$ cat config.mk
export PLATFORM = sky130hd
export DESIGN_NAME = mcbs_ram
export DESIGN_NICKNAME = d
export VERILOG_FILES = /design/src/rtl/core/mcbs_ram.sv
export SDC_FILE = /design/constraint.sdc
export NUM_CORES = 2
export LEC_CHECK = 0
export BUFFER_PORTS_ARGS = -buffer_cell sky130_fd_sc_hd__buf_2
export CORE_UTILIZATION = 60
export DETAILED_ROUTE_END_ITERATION = 8
export PLACE_DENSITY = 0.83
export SLEW_MARGIN = 20
export SYNTH_ARGS = -nofsm -noshare
export SYNTH_HDL_FRONTEND = slang
export SYNTH_SLANG_ARGS = --single-unit
$ cat constraint.sdc
create_clock -name clock -period 16.8 [get_ports clock]
set_input_delay 1.68 -clock clock [delete_from_list [all_inputs] [get_ports clock]]
set_output_delay 1.68 -clock clock [all_outputs]
set_load 0.02 [all_outputs]
$ cat src/rtl/core/mcbs_ram.sv
// Generic single-write, single-read RAM with registered read data.
`timescale 1ns / 1ps
module mcbs_ram #(
   parameter int WIDTH = 128,
   parameter int DEPTH = 32,
   localparam int AW = (DEPTH > 1) ? $clog2(DEPTH) : 1
) (
   input  logic             clock,
   input  logic             wr_en,
   input  logic [AW-1:0]    wr_addr,
   input  logic [WIDTH-1:0] wr_data,
   input  logic             rd_en,
   input  logic [AW-1:0]    rd_addr,
   output logic [WIDTH-1:0] rd_data
);
   logic [WIDTH-1:0] mem [DEPTH];
   logic [WIDTH-1:0] rd_data_ff;

   always_ff @(posedge clock) begin
      if (wr_en) begin
         mem[wr_addr] <= wr_data;
      end
      if (rd_en) begin
         rd_data_ff <= mem[rd_addr];
      end
   end

   assign rd_data = rd_data_ff;
endmodule

==> out/qor.yml <==
pwr:
  p_switching_w: 0.00475
  p_leak_nw: 54.3
  clockPowerShare: 0.414
  p_per_area_nw_per_um2: 125
  seq_power_share: 0.541
  irDropWorstVdd_mv: 0.133
  internal-power_w: 0.0172
  p_total_w: 0.0219
  switching_share: 0.217
  p_comb_frac: 0.045
synth:
  yosys.area.top_type: "edfxtp_1"
  ys_warn_count: 0
  synth_cell_types: 27
  synth_edf_count: 4224
  synth_area_um2: 157000
  async_flop_share: 0
  netlist_instances: 6440
  ys_ff_latch: 4224
  syn-num-nets: 6581
  synth_top_flop_cell: "edfxtp_1"
  syn_area_per_cell_um2: 24.3
  yosysMostFrequentCell: "edfxtp_1"
  synthTopCellsByCount: "edfxtp_1 (4224), mux4_2 (956), o22ai_1 (444)"
  synth_seq_area_share: 0.810
  synthTopCellsByArea: "edfxtp_1 (81%), mux4_2 (14%), o22ai_1 (1.8%)"
  synth_top_area_frac: 0.810
detailed_routing:
  drc: 0
  finalWirelength_mm: 475
  vias_per_cell: 7.60
  num_vias: 81100
  postRouteAntennaNets: 0
  drt-initial-drc-count: 14900
  first_pass_iters: 8
  detail_route.wl_per_cell_um: 44.5
setup_path:
  cp_slowest_cell: "nor2_4"
  r2r_start: "mem[25][25]"
  path_class: "in2reg"
  r2r_cells: 3
  rr_endpoint: "rd_data[25]"
  crit_path_frequent_cell: "buf_4"
  r2r_slack_ns: 14.68
  worstPathArrival_ns: 6.25
  path_delay_family: "buffers and inverters"
  cp-end-kind: "flip-flop"
  crit_path_max_incr_delay_ns: 0.94
  path_cells: "buf_2 -> or3b_2 -> nor2_4 -> buf_4 -> buf_4 -> buf_16 -> buf_4"
  cp-start-kind: "primary input"
  critPathRequiredTime_ns: 17.41
  path_buf_inv: 5
  critPathMaxFanout: 34
sta:
  rsz0062_at_grt: "no"
  tns_ns: 0
  finalSetupViolCount: 0
  tightest_slew_ns: 1.46
  fin_skew_ns: 0.0519
  finalCriticalPeriod_ns: 5.64
  max_slew_margin: 0.0282
  clock.fmax_mhz: 177
  final_hold_viol_count: 0
  period_share: 0.336
  slew_violations: 0
clock_network:
  cts_buffers: 401
  cts.repair.resized: 0
  cts_setup_buffers: 0
  cts_sinks: 4224
  cts-root-buf: "clkbuf_16"
  clockBufferDepth: 4
  htreeDepth: 5
  ctsHoldBuffers: 0
  tritoncts: "done"
  clock_latency_ns: 1.02
  clkTransAtPathRegs_ns: 0.07
cells_and_area:
  finalNetCount: 7055
  syn_to_final_growth_pct: 11.7
  drive_gt1_frac: 0.275
die:
  initial_utilization: 0.603
  die_width_um: 513
  rows: 187
  ios: 269
  die_h_um: 513
  die_area_um2: 263000
  core_um2: 259000
min_path:
  hp-start: "mem[31][40]"
  holdPathStages: 3
  hold_end: "rd_data[40]"
  worstHoldPathType: "reg2reg"
placed_design:
  numPortBuffers: 268
  dp_hpwl_mm: 198
  gp_congestion: 0.756
global_route:
  track_usage: 0.363
  grt-ovfl-total: 0
  grt_max_degree: 163
  antenna_found_initial: 66
  grt_pass1_wl_mm: 651
  grt_pass1_vias: 83600
flow_run:
  maxCapViolCount: 0
outcome:
  outcome: "completed"
-- how the worst max path moves through the flow --
stage	start	endpoint	slack, ns	cells after the start
floorplan	wr_addr[1]	mem[12][0]	8.52	3
global placement	wr_addr[1]	mem[16][123]	10.48	6
detailed placement	rd_addr[0]	rd_data[113]	10.38	7
CTS	rd_addr[0]	rd_data[113]	11.11	7
global route	rd_addr[0]	rd_data[43]	11.24	8
finish	wr_addr[1]	mem[16][7]	11.16	7
-- cell families (layout without fill, tap and decap cells) --
family	after synthesis	count (layout)	share of synthesized area
mux	1092	1092	0.146
simple gates	226	226	0.00825
flops	4224	4224	0.810
other cells	0	41	0
compound gates	546	546	0.0226
buf+inv	352	1140	0.0125
-- worst min-delay path, cell delays in order (launching register included) --
cell and delay [ns]:
edfxtp_1 0.32, mux4_2 0.24, a22oi_1 0.07, nand4_1 0.07
-- registers in the layout (all words and copies together) (netlist names) --
| signal | flops |
|---|---|
| rd_data | 128 |
| mem | 4096 |
-- metal layers --
| metal | part of all wire | wire length, µm | global-route usage | up-vias |
|---|---|---|---|---|
| met5 | 0.00052 | 248 | 0 | - |
| met4 | 0.079 | 37400 | 0.258 | 42 |
| met3 | 0.14 | 65300 | 0.0891 | 2059 |
| met2 | 0.49 | 232000 | 0.586 | 8579 |
| met1 | 0.29 | 140000 | 0.430 | 41300 |
| li1 | - | - | - | 29100 |
-- cell usage in the layout (no fill, tap or decap), types with 2 or more instances in the layout --
cell type   instances
edfxtp_1         4224
nand4_1            17
buf_8               2
mux4_2            956
o22ai_1           444
inv_6               9
nor4_1            109
nand3_1            36
nand2_1             2
a22oi_1           102
clkbuf_1           72
nor2b_4             2
nor2_4             34
clkinv_1           89
buf_12             30
clkinvlp_4         19
nor4_2              2
mux2i_1           136
clkinv_2           77
nand3b_1            6
bufinv_16          40
or3b_2              3
diode_2            41
clkinv_4            3
clkbuf_16         407
buf_16              4
buf_2             265
nand2_4             2
buf_4             121
-- metrics by stage --
stage | worst slack, ns | util | instances | hold slack [ns] | cell area [µm²]
4_1_cts | 11.11 | 0.673 | 10600 | 0.797 | 175000
6_report | 11.16 | 0.674 | 10700 | 0.794 | 175000
3_5_place_dp | 10.38 | 0.624 | 9909 | 0.774 | 162000
5_1_grt | 11.24 | 0.674 | 10700 | 0.843 | 175000
3_3_place_gp | 10.48 | 0.624 | 9905 | 0.743 | 162000
2_1_floorplan | 8.52 | - | 6440 | 0.724 | 157000
-- power groups by stage --
stage	registers (W)	clock network (W)	logic (W)
after floorplan	0.0121	0	0.000513
final	0.0118	0.00908	0.000986
after global routing	0.0118	0.00941	0.00101
after global placement	0.0120	0	0.000885
after detailed placement	0.0121	0	0.000926
after CTS	0.0118	0.00906	0.000969
-- final cells by class --
type / count / area, µm²
clock inverter: 238 / 2190
clock buffer: 479 / 10500
antenna: 41 / 103
tap: 3402 / 4260
timing repair buffer: 423 / 2990
sequential: 4224 / 127000
fill: 14200 / 84600
multi-input combinational: 1864 / 28100
Note: power is estimated with default switching activity, not from simulation.
