## config.mk

```make
export PLATFORM = sky130hd
export DESIGN_NAME = mcbs_cmd_queue
export DESIGN_NICKNAME = d
export VERILOG_FILES = /design/src/rtl/core/mcbs_pkg.sv /design/src/rtl/core/mcbs_cmd_queue.sv
export SDC_FILE = /design/constraint.sdc
export NUM_CORES = 1
export LEC_CHECK = 0
export ABC_AREA = 0
export BUFFER_PORTS_ARGS = -buffer_cell sky130_fd_sc_hd__buf_4
export CAP_MARGIN = 20
export CORE_AREA = 2 2 153 155
export CTS_CLUSTER_SIZE = 14
export DETAILED_ROUTE_END_ITERATION = 6
export DIE_AREA = 0 0 155 157
export GPL_TIMING_DRIVEN = 0
export PLACE_DENSITY = 0.56
export REMOVE_ABC_BUFFERS = 1
export SYNTH_ARGS = -nofsm -noshare
export SYNTH_HDL_FRONTEND = slang
export SYNTH_SLANG_ARGS = --single-unit
```

## constraint.sdc

```tcl
create_clock -name clock -period 3.94 [get_ports clock]
set_input_delay 0.591 -clock clock [delete_from_list [all_inputs] [get_ports clock]]
set_output_delay 0.591 -clock clock [all_outputs]
set_load 0.05 [all_outputs]
```

## src/rtl/core/mcbs_pkg.sv

```systemverilog
// Shared types, codes and constant reply tables of the memory card block store.
`timescale 1ns / 1ps
package mcbs_pkg;

   localparam logic [2:0] FUNC_DEVINFO = 3'd0;
   localparam logic [2:0] FUNC_MEDIA   = 3'd1;
   localparam logic [2:0] FUNC_READ    = 3'd2;
   localparam logic [2:0] FUNC_WRITE   = 3'd3;
   localparam logic [2:0] FUNC_SYNC    = 3'd4;

   localparam logic CSR_WRITE_PROTECT = 1'b0;
   localparam logic CSR_FUNCTION_CODE = 1'b1;

   localparam logic [31:0] FUNCTION_CODE_RESET = 32'h0200_0000;
   localparam logic [31:0] FILE_ERROR_BASE     = 32'h0080_0000;
   localparam logic [4:0]  DEVINFO_WORDS       = 5'd28;
   localparam logic [4:0]  MEDIA_WORDS         = 5'd7;

   typedef enum logic [2:0] {
      RSP_DEVINFO = 3'd0,
      RSP_DATA    = 3'd1,
      RSP_ACK     = 3'd2,
      RSP_FILEERR = 3'd3,
      RSP_NOFUNC  = 3'd4,
      RSP_UNKNOWN = 3'd5
   } rsp_code_type;

   typedef enum logic [2:0] {
      ERR_NONE      = 3'd0,
      ERR_PARTITION = 3'd1,
      ERR_PHASE     = 3'd2,
      ERR_BLOCK     = 3'd3,
      ERR_WRFAIL    = 3'd4,
      ERR_LENGTH    = 3'd5
   } err_code_type;

   typedef enum logic [2:0] {
      CMD_PLAIN,
      CMD_DEVINFO,
      CMD_MEDIA,
      CMD_READ,
      CMD_COMMIT
   } cmd_kind_type;

   typedef struct packed {
      cmd_kind_type kind;
      rsp_code_type rsp;
      err_code_type err;
      logic [31:0]  word;
      logic [31:0]  location;
   } cmd_type;

   // device info payload, word 0 is replaced by the function code
   function automatic logic [31:0] dev_word(input logic [4:0] idx);
      logic [31:0] w;
      unique case (idx)
         5'd1:  w = 32'h0041_0F00;
         5'd4:  w = 32'h6956_00FF;
         5'd5:  w = 32'h6C61_7573;
         5'd6:  w = 32'h6D65_4D20;
         5'd7:  w = 32'h2079_726F;
         5'd8, 5'd9, 5'd10, 5'd11, 5'd26: w = 32'h2020_2020;
         5'd12: w = 32'h646F_7250;
         5'd13: w = 32'h6465_6375;
         5'd14: w = 32'h2079_4220;
         5'd15: w = 32'h5520_726F;
         5'd16: w = 32'h7265_646E;
         5'd17: w = 32'h6369_4C20;
         5'd18: w = 32'h6573_6E65;
         5'd19: w = 32'h6F72_4620;
         5'd20: w = 32'h4553_206D;
         5'd21: w = 32'h4520_4147;
         5'd22: w = 32'h5245_544E;
         5'd23: w = 32'h5349_5250;
         5'd24: w = 32'h4C2C_5345;
         5'd25: w = 32'h202E_4454;
         5'd27: w = 32'h0082_007C;
         default: w = 32'h0;
      endcase
      return w;
   endfunction

   function automatic logic [31:0] media_word(input logic [2:0] idx);
      logic [31:0] w;
      unique case (idx)
         3'd1: w = 32'h0000_00FF;
         3'd2: w = 32'h00FE_00FF;
         3'd3: w = 32'h00FD_0001;
         3'd4: w = 32'h0000_000D;
         3'd5: w = 32'h001F_00C8;
         3'd6: w = 32'h0080_0000;
         default: w = 32'h0;
      endcase
      return w;
   endfunction

endpackage

```

## src/rtl/core/mcbs_cmd_queue.sv

```systemverilog
// Two-entry command queue between front end and back end.
`timescale 1ns / 1ps
module mcbs_cmd_queue (
   input  logic              clock,
   input  logic              reset,
   input  logic              push,
   input  mcbs_pkg::cmd_type push_cmd,
   input  logic              pop,
   output mcbs_pkg::cmd_type pop_cmd,
   output logic              full,
   output logic              empty
);
   import mcbs_pkg::*;

   cmd_type    slot_ff [2];
   logic       wr_ptr_ff, rd_ptr_ff;
   logic [1:0] fill_ff;

   assign full = fill_ff == 2'd2;
   assign empty = fill_ff == 2'd0;
   assign pop_cmd = slot_ff[rd_ptr_ff];

   always_ff @(posedge clock) begin
      if (reset) begin
         wr_ptr_ff <= 1'b0;
         rd_ptr_ff <= 1'b0;
         fill_ff <= 2'd0;
      end else begin
         if (push) wr_ptr_ff <= !wr_ptr_ff;
         if (pop) rd_ptr_ff <= !rd_ptr_ff;
         fill_ff <= fill_ff + 2'(push) - 2'(pop);
      end
   end

   always_ff @(posedge clock) begin
      if (push) slot_ff[wr_ptr_ff] <= push_cmd;
   end

   a_no_overflow: assert property (@(posedge clock) disable iff (reset)
      push |-> (!full || pop)) else $error("queue overflow");
   a_no_underflow: assert property (@(posedge clock) disable iff (reset)
      pop |-> !empty) else $error("queue underflow");
   a_fill_bound: assert property (@(posedge clock) disable iff (reset)
      fill_ff != 2'd3) else $error("queue fill count out of range");
endmodule

```

==> results.yml <==
run_status:
  outcome: "complete, no violations"
finish:
  nets: 494
  num_antenna_cells: 0
  syn_to_final_growth_pct: 34.7
  final.fill_count: 2142
  final_cell_mix: "buf_4, edfxtp_1, mux2_4"
  final_common_cell: "buf_4"
  fin_cells: 713
  final_util_pct: 34.9
  drive_above_1_share_pct: 60.7
floorplan:
  initial_core_util_pct: 25.9
  die_area_um2: 24300
  num_rows: 55
  die_h_um: 157
  fp.dieW_um: 155
  coreArea_um2: 22500
  ios: 152
timing:
  final_hold_viol_count: 0
  min_period_over_period_pct: 69.8
  max_freq_mhz: 363
  tightest_slew_ns: 0.690
  tns_ns: 0
  finalCriticalPeriod_ns: 2.75
  slew_headroom_pct: 54.0
  fin_ws_ns: 1.19
  fin_skew_ns: 0.0102
  rsz0062_at_grt: "false"
  finalSetupViolCount: 0
  whs_ns: 0.361
  slew_violations: 0
clock_network:
  htreeDepth: 4
  cts_resized: 0
  clock_path_buffers: 2
  cts_tree: "done"
  post_cts_buffers: 0
  cts_root_buf: "clkbuf_16"
  cts_buffers: 17
  clk_latency_ns: 0.41
  cts.reportedPaths.clkPinSlew_ns: 0.06
  cts.sinks: 151
  hold_buffers: 0
critical_path:
  end_kind: "output pin"
  cp_max_fo: 41
  start_kind: "flop"
  crit_type: "flop to output pin"
  critPathRequiredTime_ns: 3.35
  cp.arrival_ns: 2.16
place:
  dp_hpwl_mm: 7.33
  place_ws_ns: 1.56
  place_inst: 681
  gp_congestion: 0.666
  port_buffers: 151
grt:
  grt_pass1_vias: 3068
  grt_max_degree: 43
  grt_pass1_wl_mm: 16.8
  antenna_found_initial: 0
  track_usage_pct: 9.28
  grt_overflow_total: 0
detailed_routing:
  routedWlPerCell_um: 15.7
  drt_iter0_drc: 76
  dr.pass1.iters: 4
  via_per_inst: 3.96
  wl_mm: 11.2
  drc: 0
  ant_nets: 0
  vias: 2825
power:
  p_leak_nw: 3.06
  ir_drop_mv: 0.249
  powerDensity_nw_per_um2: 537
synthesis:
  synth.distinct_cells: 13
  synth_top_area_share_pct: 75.1
  postSynthAreaPerCell_um2: 23.5
  yosysWarnings: 0
  synth_area_leaders: "edfxtp_1, mux2_4, buf_12"
  yosysTopAreaCell: "edfxtp_1"
  ys_seq_area_share_pct: 76.8
  synth_seq_cells: 151
  netlist_instances: 248
  synth_area_um2: 5840
min_path:
  hold_class: "input pin to flop"
run:
  cap_violations: 0
==> worst max-delay path, stage by stage, from the launching register on <==
cell and delay [ns]:
dfxtp_4 0.80, buf_16 0.36, mux2_2 0.37, buf_4 0.19
==> per-stage QoR <==
| step | area, µm² | total power, W |
|---|---|---|
| floorplan | 5690 | 0.00252 |
| global placement | 7180 | 0.00279 |
| detailed placement | 7320 | 0.00278 |
| CTS | 7860 | 0.00430 |
| global route | 7860 | 0.00439 |
| finish | 7860 | 0.00422 |
==> metal layers <==
layer  track usage, %  wire, µm
met1             10.5      4620
met2             15.4      5620
met3             4.30       814
met4             3.40       121
met5                0         0
==> worst paths after layout <==
check	start	end	slack [ns]	cells after the start
worst max register to register	wr_ptr_ff$_SDFFE_PP0P_	slot_ff[1][63]$_DFFE_PP_	2.34	2
worst min-delay path	push_cmd[22]	slot_ff[0][22]$_DFFE_PP_	0.36	1
worst max-delay path	flop	pop_cmd[72]	1.19	3
worst min register to register	rd_ptr_ff$_SDFFE_PP0P_	flop	0.53	2
==> report_power, final <==
part / leakage (nW) / internal, W / switching (W) / total [W]
registers: 1.41 / 0.00187 / 0.0000458 / 0.00192
clock network: 0.262 / 0.000864 / 0.000626 / 0.00149
logic: 1.38 / 0.000326 / 0.000483 / 0.000810
total: 3.06 / 0.00306 / 0.00116 / 0.00422
==> synthesized netlist by cell type <==
library cell,count
and2_1,1
buf_12,7
buf_6,1
dfxtp_1,5
edfxtp_1,146
ha_1,2
inv_1,2
mux2_2,3
mux2_4,70
nor2_1,5
nor2b_1,3
xnor2_1,2
xnor3_1,1
==> logic make-up after synthesis <==
kind of cell             count (synthesis)  share of synthesized area [%]
AND/OR/NAND/NOR                          9                          0.750
multiplexers                            73                           18.6
flip-flops                             151                           76.8
XOR/XNOR                                 3                          0.686
buffers and inverters                   10                           2.72
adder cells (fa/ha/maj)                  2                          0.429
==> area by class of cell <==
type                    instances  area (µm²)  share of cell area, %
flip-flops and latches        151        4490                   57.1
multi-input cells              87        1200                   15.3
repair buffers                156        1260                   16.1
clock buffers                  19         433                   5.51
well taps                     285         357                   4.54
inverters                       2        7.51                 0.0955
clock inverters                13         108                   1.37
==> registers in the layout (all words and copies together) (netlist names), named ones only <==
name	count
fill_ff	2
wr_ptr_ff	1
slot_ff	146
rd_ptr_ff	1
(Power assumes the default switching activity.)
