--- src/rtl/core/mcbs_pkg.sv ---
// Shared types, codes and constant reply tables of the memory card block store.
`timescale 1ns / 1ps
package mcbs_pkg;

   localparam logic [2:0] FUNC_DEVINFO = 3'd0;
   localparam logic [2:0] FUNC_MEDIA   = 3'd1;
   localparam logic [2:0] FUNC_READ    = 3'd2;
   localparam logic [2:0] FUNC_WRITE   = 3'd3;
   localparam logic [2:0] FUNC_SYNC    = 3'd4;

   localparam logic CSR_WRITE_PROTECT = 1'b0;
   localparam logic CSR_FUNCTION_CODE = 1'b1;

   localparam logic [31:0] FUNCTION_CODE_RESET = 32'h0200_0000;
   localparam logic [31:0] FILE_ERROR_BASE     = 32'h0080_0000;
   localparam logic [4:0]  DEVINFO_WORDS       = 5'd28;
   localparam logic [4:0]  MEDIA_WORDS         = 5'd7;

   typedef enum logic [2:0] {
      RSP_DEVINFO = 3'd0,
      RSP_DATA    = 3'd1,
      RSP_ACK     = 3'd2,
      RSP_FILEERR = 3'd3,
      RSP_NOFUNC  = 3'd4,
      RSP_UNKNOWN = 3'd5
   } rsp_code_type;

   typedef enum logic [2:0] {
      ERR_NONE      = 3'd0,
      ERR_PARTITION = 3'd1,
      ERR_PHASE     = 3'd2,
      ERR_BLOCK     = 3'd3,
      ERR_WRFAIL    = 3'd4,
      ERR_LENGTH    = 3'd5
   } err_code_type;

   typedef enum logic [2:0] {
      CMD_PLAIN,
      CMD_DEVINFO,
      CMD_MEDIA,
      CMD_READ,
      CMD_COMMIT
   } cmd_kind_type;

   typedef struct packed {
      cmd_kind_type kind;
      rsp_code_type rsp;
      err_code_type err;
      logic [31:0]  word;
      logic [31:0]  location;
   } cmd_type;

   // device info payload, word 0 is replaced by the function code
   function automatic logic [31:0] dev_word(input logic [4:0] idx);
      logic [31:0] w;
      unique case (idx)
         5'd1:  w = 32'h0041_0F00;
         5'd4:  w = 32'h6956_00FF;
         5'd5:  w = 32'h6C61_7573;
         5'd6:  w = 32'h6D65_4D20;
         5'd7:  w = 32'h2079_726F;
         5'd8, 5'd9, 5'd10, 5'd11, 5'd26: w = 32'h2020_2020;
         5'd12: w = 32'h646F_7250;
         5'd13: w = 32'h6465_6375;
         5'd14: w = 32'h2079_4220;
         5'd15: w = 32'h5520_726F;
         5'd16: w = 32'h7265_646E;
         5'd17: w = 32'h6369_4C20;
         5'd18: w = 32'h6573_6E65;
         5'd19: w = 32'h6F72_4620;
         5'd20: w = 32'h4553_206D;
         5'd21: w = 32'h4520_4147;
         5'd22: w = 32'h5245_544E;
         5'd23: w = 32'h5349_5250;
         5'd24: w = 32'h4C2C_5345;
         5'd25: w = 32'h202E_4454;
         5'd27: w = 32'h0082_007C;
         default: w = 32'h0;
      endcase
      return w;
   endfunction

   function automatic logic [31:0] media_word(input logic [2:0] idx);
      logic [31:0] w;
      unique case (idx)
         3'd1: w = 32'h0000_00FF;
         3'd2: w = 32'h00FE_00FF;
         3'd3: w = 32'h00FD_0001;
         3'd4: w = 32'h0000_000D;
         3'd5: w = 32'h001F_00C8;
         3'd6: w = 32'h0080_0000;
         default: w = 32'h0;
      endcase
      return w;
   endfunction

endpackage

--- src/rtl/core/mcbs_if.sv ---
// Request and response channel interfaces of the memory card block store.
`timescale 1ns / 1ps
interface mcbs_req_if;
   logic        valid;
   logic        ready;
   logic [2:0]  func;
   logic [7:0]  payload_len;
   logic [31:0] function_word;
   logic [31:0] location;
   logic [31:0] data0;
   logic [31:0] data1;
   logic [31:0] data2;
   logic [31:0] data3;
   logic        last;
   modport source (output valid, func, payload_len, function_word, location,
                   data0, data1, data2, data3, last, input ready);
   modport sink (input valid, func, payload_len, function_word, location,
                 data0, data1, data2, data3, last, output ready);
endinterface


--- src/rtl/core/mcbs_front.sv ---
// Front end: request tracking, phase buffer fill, checks and pending write state.
`timescale 1ns / 1ps
module mcbs_front #(
   parameter int BLOCK_COUNT = 256,
   parameter int BLOCK_BYTES = 512,
   parameter int PHASE_BYTES = 128,
   localparam int ROWS = BLOCK_BYTES / 16,
   localparam int PB_AW = $clog2(ROWS)
) (
   input  logic                  clock,
   input  logic                  reset,
   mcbs_req_if.sink              req,
   input  logic                  write_protect,
   input  logic [31:0]           function_code,
   input  logic                  wp_set,
   input  logic                  commit_done,
   output logic                  pb_wr_en,
   output logic [PB_AW-1:0]      pb_wr_addr,
   output logic [127:0]          pb_wr_data,
   output logic                  q_push,
   output mcbs_pkg::cmd_type     q_cmd,
   input  logic                  q_full
);
   import mcbs_pkg::*;

   localparam int PHASE_WORDS = PHASE_BYTES / 4;
   localparam int PHASE_ITEMS = PHASE_BYTES / 16;
   localparam int PHASE_COUNT = BLOCK_BYTES / PHASE_BYTES;
   localparam int CNT_W = $clog2(PHASE_ITEMS + 2);
   localparam int BLK_W = (BLOCK_COUNT > 1) ? $clog2(BLOCK_COUNT) : 1;
   localparam int NP_W = $clog2(PHASE_COUNT + 1);

   logic             in_req_ff, in_req_in;
   logic [CNT_W-1:0] count_ff, count_in;
   logic [2:0]       h_func_ff;
   logic [7:0]       h_len_ff;
   logic [31:0]      h_fword_ff, h_loc_ff;
   logic             pend_valid_ff, pend_valid_in;
   logic [BLK_W-1:0] pend_block_ff, pend_block_in;
   logic [NP_W-1:0]  pend_next_ff, pend_next_in;
   logic             busy_ff, busy_in;

   logic             accept, fin;
   logic [2:0]       hf;
   logic [7:0]       hl;
   logic [31:0]      hw, hloc;
   logic [15:0]      blk;
   logic [7:0]       part;
   logic [8:0]       ph9;
   logic [CNT_W-1:0] cnt_now, cnt_next;
   logic             fmatch, blk_in, ph_in, blk_same;
   logic             drop, start, adv;
   err_code_type     fe;
   cmd_type          cmd;

   assign req.ready = !busy_ff && !q_full;
   assign accept = req.valid && req.ready;
   assign fin = accept && req.last;

   assign hf   = in_req_ff ? h_func_ff  : req.func;
   assign hl   = in_req_ff ? h_len_ff   : req.payload_len;
   assign hw   = in_req_ff ? h_fword_ff : req.function_word;
   assign hloc = in_req_ff ? h_loc_ff   : req.location;
   assign blk  = hloc[15:0];
   assign part = hloc[31:24];
   assign ph9  = {1'b0, hloc[23:16]};

   assign cnt_now  = in_req_ff ? count_ff : '0;
   assign cnt_next = (cnt_now == CNT_W'(PHASE_ITEMS + 1)) ? cnt_now : cnt_now + 1'b1;

   assign fmatch   = (hl != 8'd0) && (hw == function_code);
   assign blk_in   = 17'(blk) < 17'(BLOCK_COUNT);
   assign ph_in    = ph9 < 9'(PHASE_COUNT);
   assign blk_same = 16'(pend_block_ff) == blk;

   // write data lands in the phase buffer as it arrives
   assign pb_wr_en   = accept && (hf == FUNC_WRITE) && fmatch &&
                       (cnt_now < CNT_W'(PHASE_ITEMS)) && ph_in;
   assign pb_wr_addr = PB_AW'(32'(ph9) * PHASE_ITEMS + 32'(cnt_now));
   assign pb_wr_data = {req.data3, req.data2, req.data1, req.data0};

   always_comb begin
      cmd = '{kind: CMD_PLAIN, rsp: RSP_ACK, err: ERR_NONE, word: 32'h0, location: hloc};
      fe = ERR_NONE;
      drop = 1'b0;
      start = 1'b0;
      adv = 1'b0;
      priority if (hf == FUNC_DEVINFO) begin
         cmd.kind = CMD_DEVINFO;
         cmd.rsp = RSP_DEVINFO;
      end else if (hf > FUNC_SYNC) begin
         cmd.rsp = RSP_UNKNOWN;
      end else if (!fmatch) begin
         cmd.rsp = RSP_NOFUNC;
      end else if (hf == FUNC_MEDIA || hf == FUNC_READ) begin
         priority if (hl != 8'd2) fe = ERR_LENGTH;
         else if (part != 8'd0) fe = ERR_PARTITION;
         else if (ph9 != 9'd0) fe = ERR_PHASE;
         else if (hf == FUNC_MEDIA) begin
            if (blk != 16'd0) fe = ERR_BLOCK;
            else begin
               cmd.kind = CMD_MEDIA;
               cmd.rsp = RSP_DATA;
            end
         end else if (!blk_in) fe = ERR_BLOCK;
         else begin
            cmd.kind = CMD_READ;
            cmd.rsp = RSP_DATA;
         end
      end else if (hf == FUNC_WRITE) begin
         drop = 1'b1;
         priority if (hl != 8'(2 + PHASE_WORDS) || cnt_next != CNT_W'(PHASE_ITEMS))
            fe = ERR_LENGTH;
         else if (part != 8'd0) fe = ERR_PARTITION;
         else if (!blk_in) fe = ERR_BLOCK;
         else if (!ph_in) fe = ERR_PHASE;
         else if (write_protect) fe = ERR_WRFAIL;
         else if (ph9 == 9'd0) begin
            drop = 1'b0;
            start = 1'b1;
            adv = 1'b1;
         end else if (!pend_valid_ff || !blk_same || 9'(pend_next_ff) != ph9) begin
            fe = (pend_valid_ff && !blk_same) ? ERR_BLOCK : ERR_PHASE;
         end else begin
            drop = 1'b0;
            adv = 1'b1;
         end
      end else begin
         // sync
         drop = 1'b1;
         priority if (hl != 8'd2) fe = ERR_LENGTH;
         else if (part != 8'd0) fe = ERR_PARTITION;
         else if (!blk_in) fe = ERR_BLOCK;
         else if (ph9 != 9'(PHASE_COUNT)) fe = ERR_PHASE;
         else if (!pend_valid_ff) begin
            fe = ERR_PHASE;
            drop = 1'b0;
         end else if (!blk_same) fe = ERR_BLOCK;
         else if (pend_next_ff != NP_W'(PHASE_COUNT)) fe = ERR_PHASE;
         else if (write_protect) fe = ERR_WRFAIL;
         else begin
            cmd.kind = CMD_COMMIT;
            cmd.location = 32'(pend_block_ff);
         end
      end
      if (fe != ERR_NONE) begin
         cmd.kind = CMD_PLAIN;
         cmd.rsp = RSP_FILEERR;
         cmd.err = fe;
         cmd.word = FILE_ERROR_BASE << fe;
      end
   end

   assign q_push = fin;
   assign q_cmd = cmd;

   always_comb begin
      in_req_in = in_req_ff;
      count_in = count_ff;
      pend_valid_in = pend_valid_ff;
      pend_block_in = pend_block_ff;
      pend_next_in = pend_next_ff;
      busy_in = busy_ff;
      if (accept) begin
         in_req_in = !req.last;
         count_in = req.last ? '0 : cnt_next;
      end
      if (fin) begin
         if (drop) pend_valid_in = 1'b0;
         if (start) begin
            pend_valid_in = 1'b1;
            pend_block_in = blk[BLK_W-1:0];
         end
         if (adv) pend_next_in = NP_W'(ph9 + 9'd1);
         if (cmd.kind == CMD_COMMIT) busy_in = 1'b1;
      end
      if (commit_done) busy_in = 1'b0;
      if (wp_set) pend_valid_in = 1'b0;
   end

   always_ff @(posedge clock) begin
      if (reset) begin
         in_req_ff <= 1'b0;
         count_ff <= '0;
         pend_valid_ff <= 1'b0;
         pend_block_ff <= '0;
         pend_next_ff <= '0;
         busy_ff <= 1'b0;
      end else begin
         in_req_ff <= in_req_in;
         count_ff <= count_in;
         pend_valid_ff <= pend_valid_in;
         pend_block_ff <= pend_block_in;
         pend_next_ff <= pend_next_in;
         busy_ff <= busy_in;
      end
   end

   always_ff @(posedge clock) begin
      if (accept && !in_req_ff) begin
         h_func_ff <= req.func;
         h_len_ff <= req.payload_len;
         h_fword_ff <= req.function_word;
         h_loc_ff <= req.location;
      end
   end

   a_busy_blocks: assert property (@(posedge clock) disable iff (reset)
      busy_ff |-> !accept) else $error("beat taken during commit");
   a_commit_sets_busy: assert property (@(posedge clock) disable iff (reset)
      (fin && cmd.kind == CMD_COMMIT) |=> busy_ff) else $error("commit not flagged");
   a_no_fill_over_count: assert property (@(posedge clock) disable iff (reset)
      pb_wr_en |-> (cnt_now < CNT_W'(PHASE_ITEMS))) else $error("phase buffer overrun");
endmodule

--- src/flat_wrapper.sv ---
// flat-port wrapper written by rule: the top's interface ports become plain ports
module mcbs_front_flat import mcbs_pkg::*;
#(
   parameter int BLOCK_COUNT = 256,
   parameter int BLOCK_BYTES = 512,
   parameter int PHASE_BYTES = 128,
   localparam int ROWS = BLOCK_BYTES / 16,
   localparam int PB_AW = $clog2(ROWS)
)
  (clock, reset, write_protect, function_code, wp_set, commit_done, pb_wr_en, pb_wr_addr, pb_wr_data, q_push, q_cmd, q_full, req_valid, req_func, req_payload_len, req_function_word, req_location, req_data0, req_data1, req_data2, req_data3, req_last, req_ready);
  mcbs_req_if req_i ();
  input  logic clock;
  input  logic reset;
  input  logic write_protect;
  input  logic [31:0] function_code;
  input  logic wp_set;
  input  logic commit_done;
  output logic pb_wr_en;
  output logic [PB_AW-1:0] pb_wr_addr;
  output logic [127:0] pb_wr_data;
  output logic q_push;
  output mcbs_pkg::cmd_type q_cmd;
  input  logic q_full;
  input wire logic [$bits(req_i.valid)-1:0] req_valid;
  input wire logic [$bits(req_i.func)-1:0] req_func;
  input wire logic [$bits(req_i.payload_len)-1:0] req_payload_len;
  input wire logic [$bits(req_i.function_word)-1:0] req_function_word;
  input wire logic [$bits(req_i.location)-1:0] req_location;
  input wire logic [$bits(req_i.data0)-1:0] req_data0;
  input wire logic [$bits(req_i.data1)-1:0] req_data1;
  input wire logic [$bits(req_i.data2)-1:0] req_data2;
  input wire logic [$bits(req_i.data3)-1:0] req_data3;
  input wire logic [$bits(req_i.last)-1:0] req_last;
  output wire logic [$bits(req_i.ready)-1:0] req_ready;
  assign req_i.valid = req_valid;
  assign req_i.func = req_func;
  assign req_i.payload_len = req_payload_len;
  assign req_i.function_word = req_function_word;
  assign req_i.location = req_location;
  assign req_i.data0 = req_data0;
  assign req_i.data1 = req_data1;
  assign req_i.data2 = req_data2;
  assign req_i.data3 = req_data3;
  assign req_i.last = req_last;
  assign req_ready = req_i.ready;
  mcbs_front #(.BLOCK_COUNT(BLOCK_COUNT), .BLOCK_BYTES(BLOCK_BYTES), .PHASE_BYTES(PHASE_BYTES)) u_core (.clock(clock), .reset(reset), .req(req_i), .write_protect(write_protect), .function_code(function_code), .wp_set(wp_set), .commit_done(commit_done), .pb_wr_en(pb_wr_en), .pb_wr_addr(pb_wr_addr), .pb_wr_data(pb_wr_data), .q_push(q_push), .q_cmd(q_cmd), .q_full(q_full));
endmodule
--- config.mk ---
export PLATFORM = sky130hd
export DESIGN_NAME = mcbs_front_flat
export DESIGN_NICKNAME = d
export VERILOG_FILES = /design/src/rtl/core/mcbs_pkg.sv /design/src/rtl/core/mcbs_if.sv /design/src/rtl/core/mcbs_front.sv /design/src/flat_wrapper.sv
export SDC_FILE = /design/constraint.sdc
export NUM_CORES = 1
export LEC_CHECK = 0
export BUFFER_PORTS_ARGS = -buffer_cell sky130_fd_sc_hd__buf_2
export CAP_MARGIN = 20
export CORE_AREA = 4 4 174 176
export CTS_BUF_LIST = sky130_fd_sc_hd__clkbuf_8
export CTS_CLUSTER_DIAMETER = 30
export CTS_CLUSTER_SIZE = 16
export DETAILED_ROUTE_END_ITERATION = 6
export DIE_AREA = 0 0 178 180
export PLACE_DENSITY = 0.58
export REMOVE_ABC_BUFFERS = 1
export SLEW_MARGIN = 20
export SYNTH_ARGS = -nofsm -noshare
export SYNTH_HDL_FRONTEND = slang
export SYNTH_SLANG_ARGS = --single-unit
--- constraint.sdc ---
create_clock -name clock -period 5.5 [get_ports clock]
set_input_delay 0.55 -clock clock [delete_from_list [all_inputs] [get_ports clock]]
set_output_delay 0.55 -clock clock [all_outputs]
set_load 0.01 [all_outputs]
==> results.md, run 1 <==
* RSZ-0062 raised after global routing: false
* Max Clk Rate at 221 MHz
* M1 GR Usage at 0.190
* Post-synth top area share at 0.334
* First-pass GRT wire length at 53,400 µm
* Initial antenna violation count at 21
* Crit Path Class: reg -> out
* Delay of the slowest critical-path stage at 0.88 ns
* Slew margin rel. at 0.285
* Commonest non-fill, non-tap cell in the layout: buf_2
* Area grow syn2layout at 6.02%
* TritonCTS Buffers at 9
* Setup TNS at 0 ns
* Share of cells above drive strength 1 at 0.344
* Count of final setup violators at 0
* VDD IR max at 118 µV
* WP buf/inv at 3
* CTS tree: yes
* Async SR Flop Fraction at 0
* 1st-iter DRT viols at 351
* Synth Cell Area at between 6000 and 7000 µm²
* Netlist cell types at 66
* GRT busiest layer: met3
* WL final at 42,200 µm
* Max Cap Viol at 0
* CTS Sinks at 93
* Die ar. at 32,000 µm²
* Die height at 180 µm
* Core box area at 28,600 µm²
* Min-Delay Path Class: in -> reg
* Vias per inst at 4.87
* Routed via count at 5,284
* Leak at approximately 0.0027 µW
* Slew @ Worst Pin at 1.07 ns
* DPL Wire Length at ~38,000 µm
* Number of synthesized register bits at 93
* Placed cell count at 1,065
* Register area share after synthesis at 0.387
* Ys flop type: edfxtp_1
* Non-Filler Instances at around 1,100
* CP top delay family: flip-flops
* CP Data Required Time at 4.95 ns
* Worst Clk Skew at approximately 0.011 ns
* IO Count at between 400 and 500
* Yosys warns at 0
* Footprint of the multi-input gates at between 2000 and 3000 µm²
* Top post-synthesis cells by area: edfxtp_1 33%, buf_4 17%, mux2i_1 5.5%
* Port Buf Inserts at 168
* Core Rows at 62
* P per Cell Area at 220 nW/µm²
* Crit path max fanout at 50
* Post-CTS Resized at 0
* Fin util at 0.250
* Slowest CP cell: dfxtp_4
* Routability congestion estimate at 0.935
* Synthesized area per cell at 10.4 µm²
* Maximum buffer depth of the clock tree at 2
* GR Util met3 at 0.376
* Tot GR Track Use at 0.253
* Period utilisation layout at 0.822
* Number of global-route vias before repair at 5,185
* Pins Over Slew Limit at 0
* Final #Nets at roughly 940
* Grt total ovfl at 0
* Drt wl/cell at ~40 µm
* CTS root buf: clkbuf_8
* Post-route ant nets at 0
* Fill cells at around 3,100
* Storage cell area at between 2000 and 3000 µm²
* Most frequent cells in the layout: 168 x buf_2, 75 x edfxtp_1, 39 x xnor2_1
* EDFF count, synth at 75
* Cell Chain, Critical Path: buf_4 -> mux2_2 -> xor2_1 -> nor4_4 -> nand4_1 -> a211o_1 -> a221o_1 -> inv_1 -> nor3_1 -> buf_2
* Worst Setup Start Kind: flop
* CTS H-tree lvls at 3
* Status: finished, final reports clean
* Hold buffers post-CTS at 0
* Postcts setup bufs at 0
* Min cycle time layout at 4.52 ns
* Crit. End Element: primary output
* Die width at 178 µm
* Router iterations before antenna repair at 4
* Leading area contributor after synthesis: edfxtp_1
* Pin count of the biggest net entering global routing at 76
* Crit path DAT at 3.97 ns
* Grt met2 use at 0.372
* Initial core utilization at 0.236
* Worst-path clk slew at 0.10 ns
* DR DRC count at 0
* Mapped Cells at 650
* Fin. Hold Viols at 0
* Clock Latency Late Sink at 0.39 ns
-- through the flow --
| stage | setup slack [ns] | cell area (µm²) | hold slack, ns | total power (µW) |
|---|---|---|---|---|
| 4_1_cts | 0.933 | 7150 | 0.314 | 1600 |
| 5_1_grt | 0.771 | 7160 | 0.314 | 1660 |
| 3_3_place_gp | 1.43 | 6960 | 0.473 | 1120 |
| 6_report | 0.978 | 7160 | 0.331 | 1580 |
| 2_1_floorplan | -1.18 | 5570 | 0.455 | 994 |
| 3_5_place_dp | 1.39 | 6960 | 0.482 | 1120 |
-- power breakdown --
group / total [µW] / switching (µW) / internal [µW]
Clock: 471 / 295 / 176
Combinational: 295 / 169 / 126
Sequential: 811 / 20.2 / 791
-- path summary, 6_finish.rpt --
kind,end,cells past startpoint,start,slack [ns]
max reg2reg,u_core.pend_valid_ff$_SDFFE_PP0P_,8,u_core.in_req_ff$_SDFFE_PP0P_,1.99
min,u_core.busy_ff$_SDFFE_PP0P_,2,commit_done,0.33
max,q_cmd[56],10,u_core.in_req_ff$_SDFFE_PP0P_,0.98
min reg2reg,u_core.pend_block_ff[1]$_SDFFE_PP0P_,2,u_core.pend_block_ff[1]$_SDFFE_PP0P_,0.50
-- registers in the layout, summed over array words and instances, names as in the netlist --
name	cells
u_core.busy_ff	1
u_core.count_ff	4
u_core.h_func_ff	3
u_core.h_fword_ff	32
u_core.h_len_ff	8
u_core.h_loc_ff	32
u_core.in_req_ff	1
u_core.pend_block_ff	8
u_core.pend_next_ff	3
u_core.pend_valid_ff	1
-- layout make-up --
| cell class | instances | share of cell area |
|---|---|---|
| multi-input cells | 401 | 0.408 |
| flip-flops and latches | 93 | 0.365 |
| repair buffers | 176 | 0.126 |
| well taps | 384 | 0.0671 |
| clock buffers | 9 | 0.0173 |
| clock inverters | 7 | 0.00874 |
| inverters | 11 | 0.00577 |
| diodes | 4 | 0.00140 |
-- metal layers --
metal	vias up	routed length, µm
li1	2284	-
met1	2372	10800
met2	538	17800
met3	54	12900
met4	36	246
met5	-	410
-- worst register-to-register path: stages (launching register included) --
cell,delay [ns]
dfxtp_4,0.88
buf_4,0.48
mux2i_1,0.34
o211ai_2,0.21
nor2_1,0.34
nand2_1,0.21
nor3_2,0.62
a21oi_1,0.15
a211oi_1,0.23
-- logic make-up after synthesis --
logic type / Yosys count / synth area share
compound gates: 78 / 0.0769
xor+xnor: 48 / 0.0623
fa+ha+maj: 6 / 0.0111
buf+inv: 182 / 0.196
flops: 93 / 0.387
mux: 69 / 0.112
other cells: 1 / 0.000555
simple gates: 173 / 0.155
-- Yosys cell counts (4+ instances only) --
master	instances
nand2_1	14
o21ai_0	16
edfxtp_1	75
and4_1	4
nand3_1	25
inv_1	10
and2_1	10
nor2b_1	7
nand4_1	9
dfxtp_1	18
nor4_1	23
a21oi_1	24
xor2_1	9
a22oi_1	6
mux2_2	25
ha_1	6
mux2i_1	37
buf_4	155
mux2_4	4
xnor2_1	39
nor3_1	14
buf_6	7
nor2_1	33
and3_1	7
nor4_4	4
o211ai_1	4
Power figures use the tool's default switching activity.
==> inputs of run 2 (changes only) <==
ABC_AREA = 1   (was default)
CORE_AREA = 4 4 175 177   (was 4 4 174 176)
DIE_AREA = 0 0 179 181   (was 0 0 178 180)
PLACE_DENSITY = 0.59   (was 0.58)
clock period = 4.3 ns   (was 5.5 ns; I/O delays follow)
==> run 2 against run 1 <==
Via count up 18%. Largest power group unchanged. Count of clock-buffer cells in the layout unchanged. Power up 34%. Clock skew up 0.0091 ns. Sequential power up 26%. Combinational power up 62%. Critical path depth up 8. Critical path type unchanged. Largest cell class unchanged. Non-clock buffer count down 4. First-iteration DRC count up 33%. Hold slack worse by 0.12 ns.
==> results.md, run 2 <==
* Maximum buffer depth of the clock tree at 2 (unchanged)
* Period utilisation layout at 0.862
* Slew @ Worst Pin at 0.967 ns (was 1.07 ns)
* Fin util at 0.260 (was 0.250)
* Final #Nets at 1,237 (was 941)
* CTS root buf: clkbuf_8 (unchanged)
* Initial core utilization at 0.247 (was 0.236)
* Crit Path Class: reg -> out (unchanged)
* Min cycle time layout at 3.71 ns
* Placed cell areas at 7390 µm² (was 6960 µm²)
* 1st-iter DRT viols at 468 (was 351)
* Max Used Layer: met5 (unchanged)
* Die ar. at 32,400 µm² (was 32,000 µm²)
* Pin count of the biggest net entering global routing at 101 (was 76)
* Post-synth top area share at 0.312 (was 0.334)
* Vias per inst at 4.52 (was 4.87)
* Commonest cells post-synth: 295 x nand2_1, 161 x buf_4, 96 x inv_1, 86 x nor2_1, 75 x edfxtp_1 (was 155 x buf_4, 75 x edfxtp_1, 39 x xnor2_1, 37 x mux2i_1, 33 x nor2_1)
* CP Data Required Time at 3.87 ns (was 4.95 ns)
* Metal3 WL at 12,400 µm (was 12,900 µm)
* Top flop regs: u_core.h_fword_ff x32, u_core.h_loc_ff x32 (unchanged)
* Grt total ovfl at 0 (unchanged)
* Area grow syn2layout at 5.13% (was 6.02%)
* RSZ-0062 raised after global routing: false (unchanged)
* Count leader, synth: nand2_1 (was buf_4)
* Max Cap Viol at 0 (unchanged)
* WL final at 43,200 µm (was 42,200 µm)
* Post-route ant nets at 0 (unchanged)
* Port Buf Inserts at 168 (unchanged)
* Tot GR Track Use at 0.256 (was 0.253)
* Routability congestion estimate at 0.928 (was 0.935)
* Synthesized area per cell at 7.58 µm² (was 10.4 µm²)
* Register area share after synthesis at 0.362 (was 0.387)
* Initial antenna violation count at 10 (was 21)
* Count of final setup violators at 0 (unchanged)
* Die height at 181 µm (was 180 µm)
* Top post-synthesis cells by area: edfxtp_1 31%, buf_4 17%, nand2_1 15% (was edfxtp_1 33%, buf_4 17%, mux2i_1 5.5%)
* Delay of the slowest critical-path stage at 0.38 ns (was 0.88 ns)
* TritonCTS Buffers at 9 (unchanged)
* Die width at 179 µm (was 178 µm)
* Worst-path clk slew at 0.12 ns (was 0.10 ns)
* CTS H-tree lvls at 3 (unchanged)
* CTS Sinks at 93 (unchanged)
* Slew margin rel. at 0.351 (was 0.285)
* Hold buffers post-CTS at 0 (unchanged)
* IO Count at 452 (unchanged)
* WL met1 at 11,800 µm (was 10,800 µm)
* Drt wl/cell at 31.3 µm (was 38.9 µm)
* Leak at 0.00360 µW (was 0.00266 µW)
* Postcts setup bufs at 0 (unchanged)
* P per Cell Area at 279 nW/µm² (was 220 nW/µm²)
* Clock Latency Late Sink at 0.40 ns (was 0.39 ns)
* Core box area at 29,200 µm² (was 28,600 µm²)
* Share of cells above drive strength 1 at 0.255 (was 0.344)
* Worst Clk Skew at 0.0197 ns (was 0.0105 ns)
* Slowest CP cell: dfxtp_4 (unchanged)
* DPL Wire Length at 38,500 µm (was 37,600 µm)
* WP buf/inv at 4 (was 3)
* CP top delay family: simple AND/OR/NAND/NOR gates (was flip-flops)
* Router iterations before antenna repair at 7 (was 4)
* Min-Delay Path Class: in -> reg (unchanged)
* Number of synthesized register bits at 93 (unchanged)
* Most frequent cells in the layout: 295 x nand2_1, 168 x buf_2, 96 x inv_1 (was 168 x buf_2, 75 x edfxtp_1, 39 x xnor2_1)
* Pins Over Slew Limit at 0 (unchanged)
* Metal2 WL at 18,200 µm (was 17,800 µm)
* Cell Chain, Critical Path: inv_2 -> buf_12 -> nand2_1 -> nand2_1 -> ha_1 -> inv_1 -> nor3_1 -> nand2_1 -> nor2_2 -> nand3_2 -> nand2_1 -> nand3_1 -> nand2_1 -> nand2_2 -> nand2_2 -> nand2_1 -> nor2_1 -> buf_2 (was buf_4 -> mux2_2 -> xor2_1 -> nor4_4 -> nand4_1 -> a211o_1 -> a221o_1 -> inv_1 -> nor3_1 -> buf_2)
* Max Clk Rate at 270 MHz
* Commonest non-fill, non-tap cell in the layout: nand2_1 (was buf_2)
* Crit path DAT at 3.28 ns (was 3.97 ns)
* Worst Setup Start Kind: flop (unchanged)
* Netlist cell types at 49 (was 66)
* Async SR Flop Fraction at 0 (unchanged)
* CP most frequent cell: nand2_1
* Number of global-route vias before repair at 5,699 (was 5,185)
* CTS tree: yes (unchanged)
* First-pass GRT wire length at 54,500 µm (was 53,400 µm)
* DR DRC count at 0 (unchanged)
* Post-CTS Resized at 0 (unchanged)
* VDD IR max at 184 µV (was 118 µV)
* Final instance area at 7590 µm² (was 7160 µm²)
* Synth Cell Area at 7220 µm² (was 6750 µm²)
* Core Rows at 63 (was 62)
* Crit path max fanout at 30 (was 50)
* Hold depth at 1 (was 2)
* Antenna diodes at 0 (was 4)
* Yosys warns at 0 (unchanged)
* R2R depth at 13 (was 8)
* Critical Path Stages at 18 (was 10)
* EDFF count, synth at 75 (unchanged)
* Ys flop type: edfxtp_1 (unchanged)
* Status: finished, final reports clean (unchanged)
* Mapped Cells at 953 (was 650)
* Crit. End Element: primary output (unchanged)
* Fin. Hold Viols at 0 (unchanged)
* Routed via count at 6,252 (was 5,284)
* Leading area contributor after synthesis: edfxtp_1 (unchanged)
* Flop-to-flop setup slack at 1.62 ns (was 1.99 ns)
* Setup TNS at 0 ns (unchanged)
## run 2: changes by cell type after synthesis, sizes merged, moves of 17 or more
cell,delta
mux2,-29
xnor2,-18
nor4,-23
nand2,+297
inv,+95
mux2i,-40
nand3,+18
nor2,+65
a21oi,-17
## run 2: per-stage QoR
step	setup slack (ns)	power [µW]	hold slack [ns]	std cells
after floorplan	-0.844	1320	0.437	805
after global placement	1.09	1510	0.463	1367
after detailed placement	1.00	1520	0.475	1367
after CTS	0.544	2140	0.195	1383
after global routing	0.315	2230	0.192	1383
final	0.592	2120	0.213	1383
## run 2: final timing paths
check / start / endpoint
setup / recovery: u_core.in_req_ff$_SDFFE_PP0P_ / q_cmd[59]
setup reg to reg: u_core.in_req_ff$_SDFFE_PP0P_ / u_core.pend_block_ff[3]$_SDFFE_PP0P_
hold reg to reg: u_core.count_ff[3]$_SDFFE_PP0P_ / u_core.count_ff[3]$_SDFFE_PP0P_
hold / removal: req_location[29] / u_core.h_loc_ff[29]$_DFFE_PP_
## run 2: layer usage
metal	up-vias	global-route usage
li1	2871	-
met3	44	0.328
met4	18	0.0378
met2	612	0.375
met1	2707	0.218
met5	-	0.0602
## run 2: cell families (layout without fill, tap and decap cells)
family          Yosys count  in the layout  share of synthesized area
xor+xnor                 29             29                     0.0372
buf+inv                 282            296                      0.241
compound gates           49             49                     0.0410
fa+ha+maj                 6              6                     0.0104
flops                    93             93                      0.362
other cells               1             27                   0.000519
simple gates            493            493                      0.308
## run 2: where the power goes
| group | internal [µW] | total [µW] | switching [µW] |
|---|---|---|---|
| combinational | 162 | 477 | 315 |
| clock | 232 | 624 | 392 |
| sequential | 1010 | 1020 | 8.67 |
| total | 1400 | 2120 | 716 |
## run 2: worst reg2reg max path, stage by stage, from the launching register on
cell,delay [ns]
dfxtp_4,0.38
buf_12,0.36
nand2_1,0.18
inv_1,0.15
ha_1,0.17
nor3b_4,0.25
nor2_2,0.09
nor2_4,0.16
nand4_1,0.17
nor4_4,0.19
nand2_2,0.20
clkinv_2,0.17
nor2_1,0.05
nor2_1,0.10
## run 2: area by class of cell
| type | instances | area (µm²) |
|---|---|---|
| Inverter | 108 | 407 |
| Tap cell | 390 | 488 |
| Clock inverter | 7 | 76.3 |
| Fill cell | 3271 | 21600 |
| Timing Repair Buffer | 172 | 908 |
| Clock buffer | 9 | 124 |
| Multi-Input combinational cell | 604 | 2980 |
| Sequential cell | 93 | 2620 |
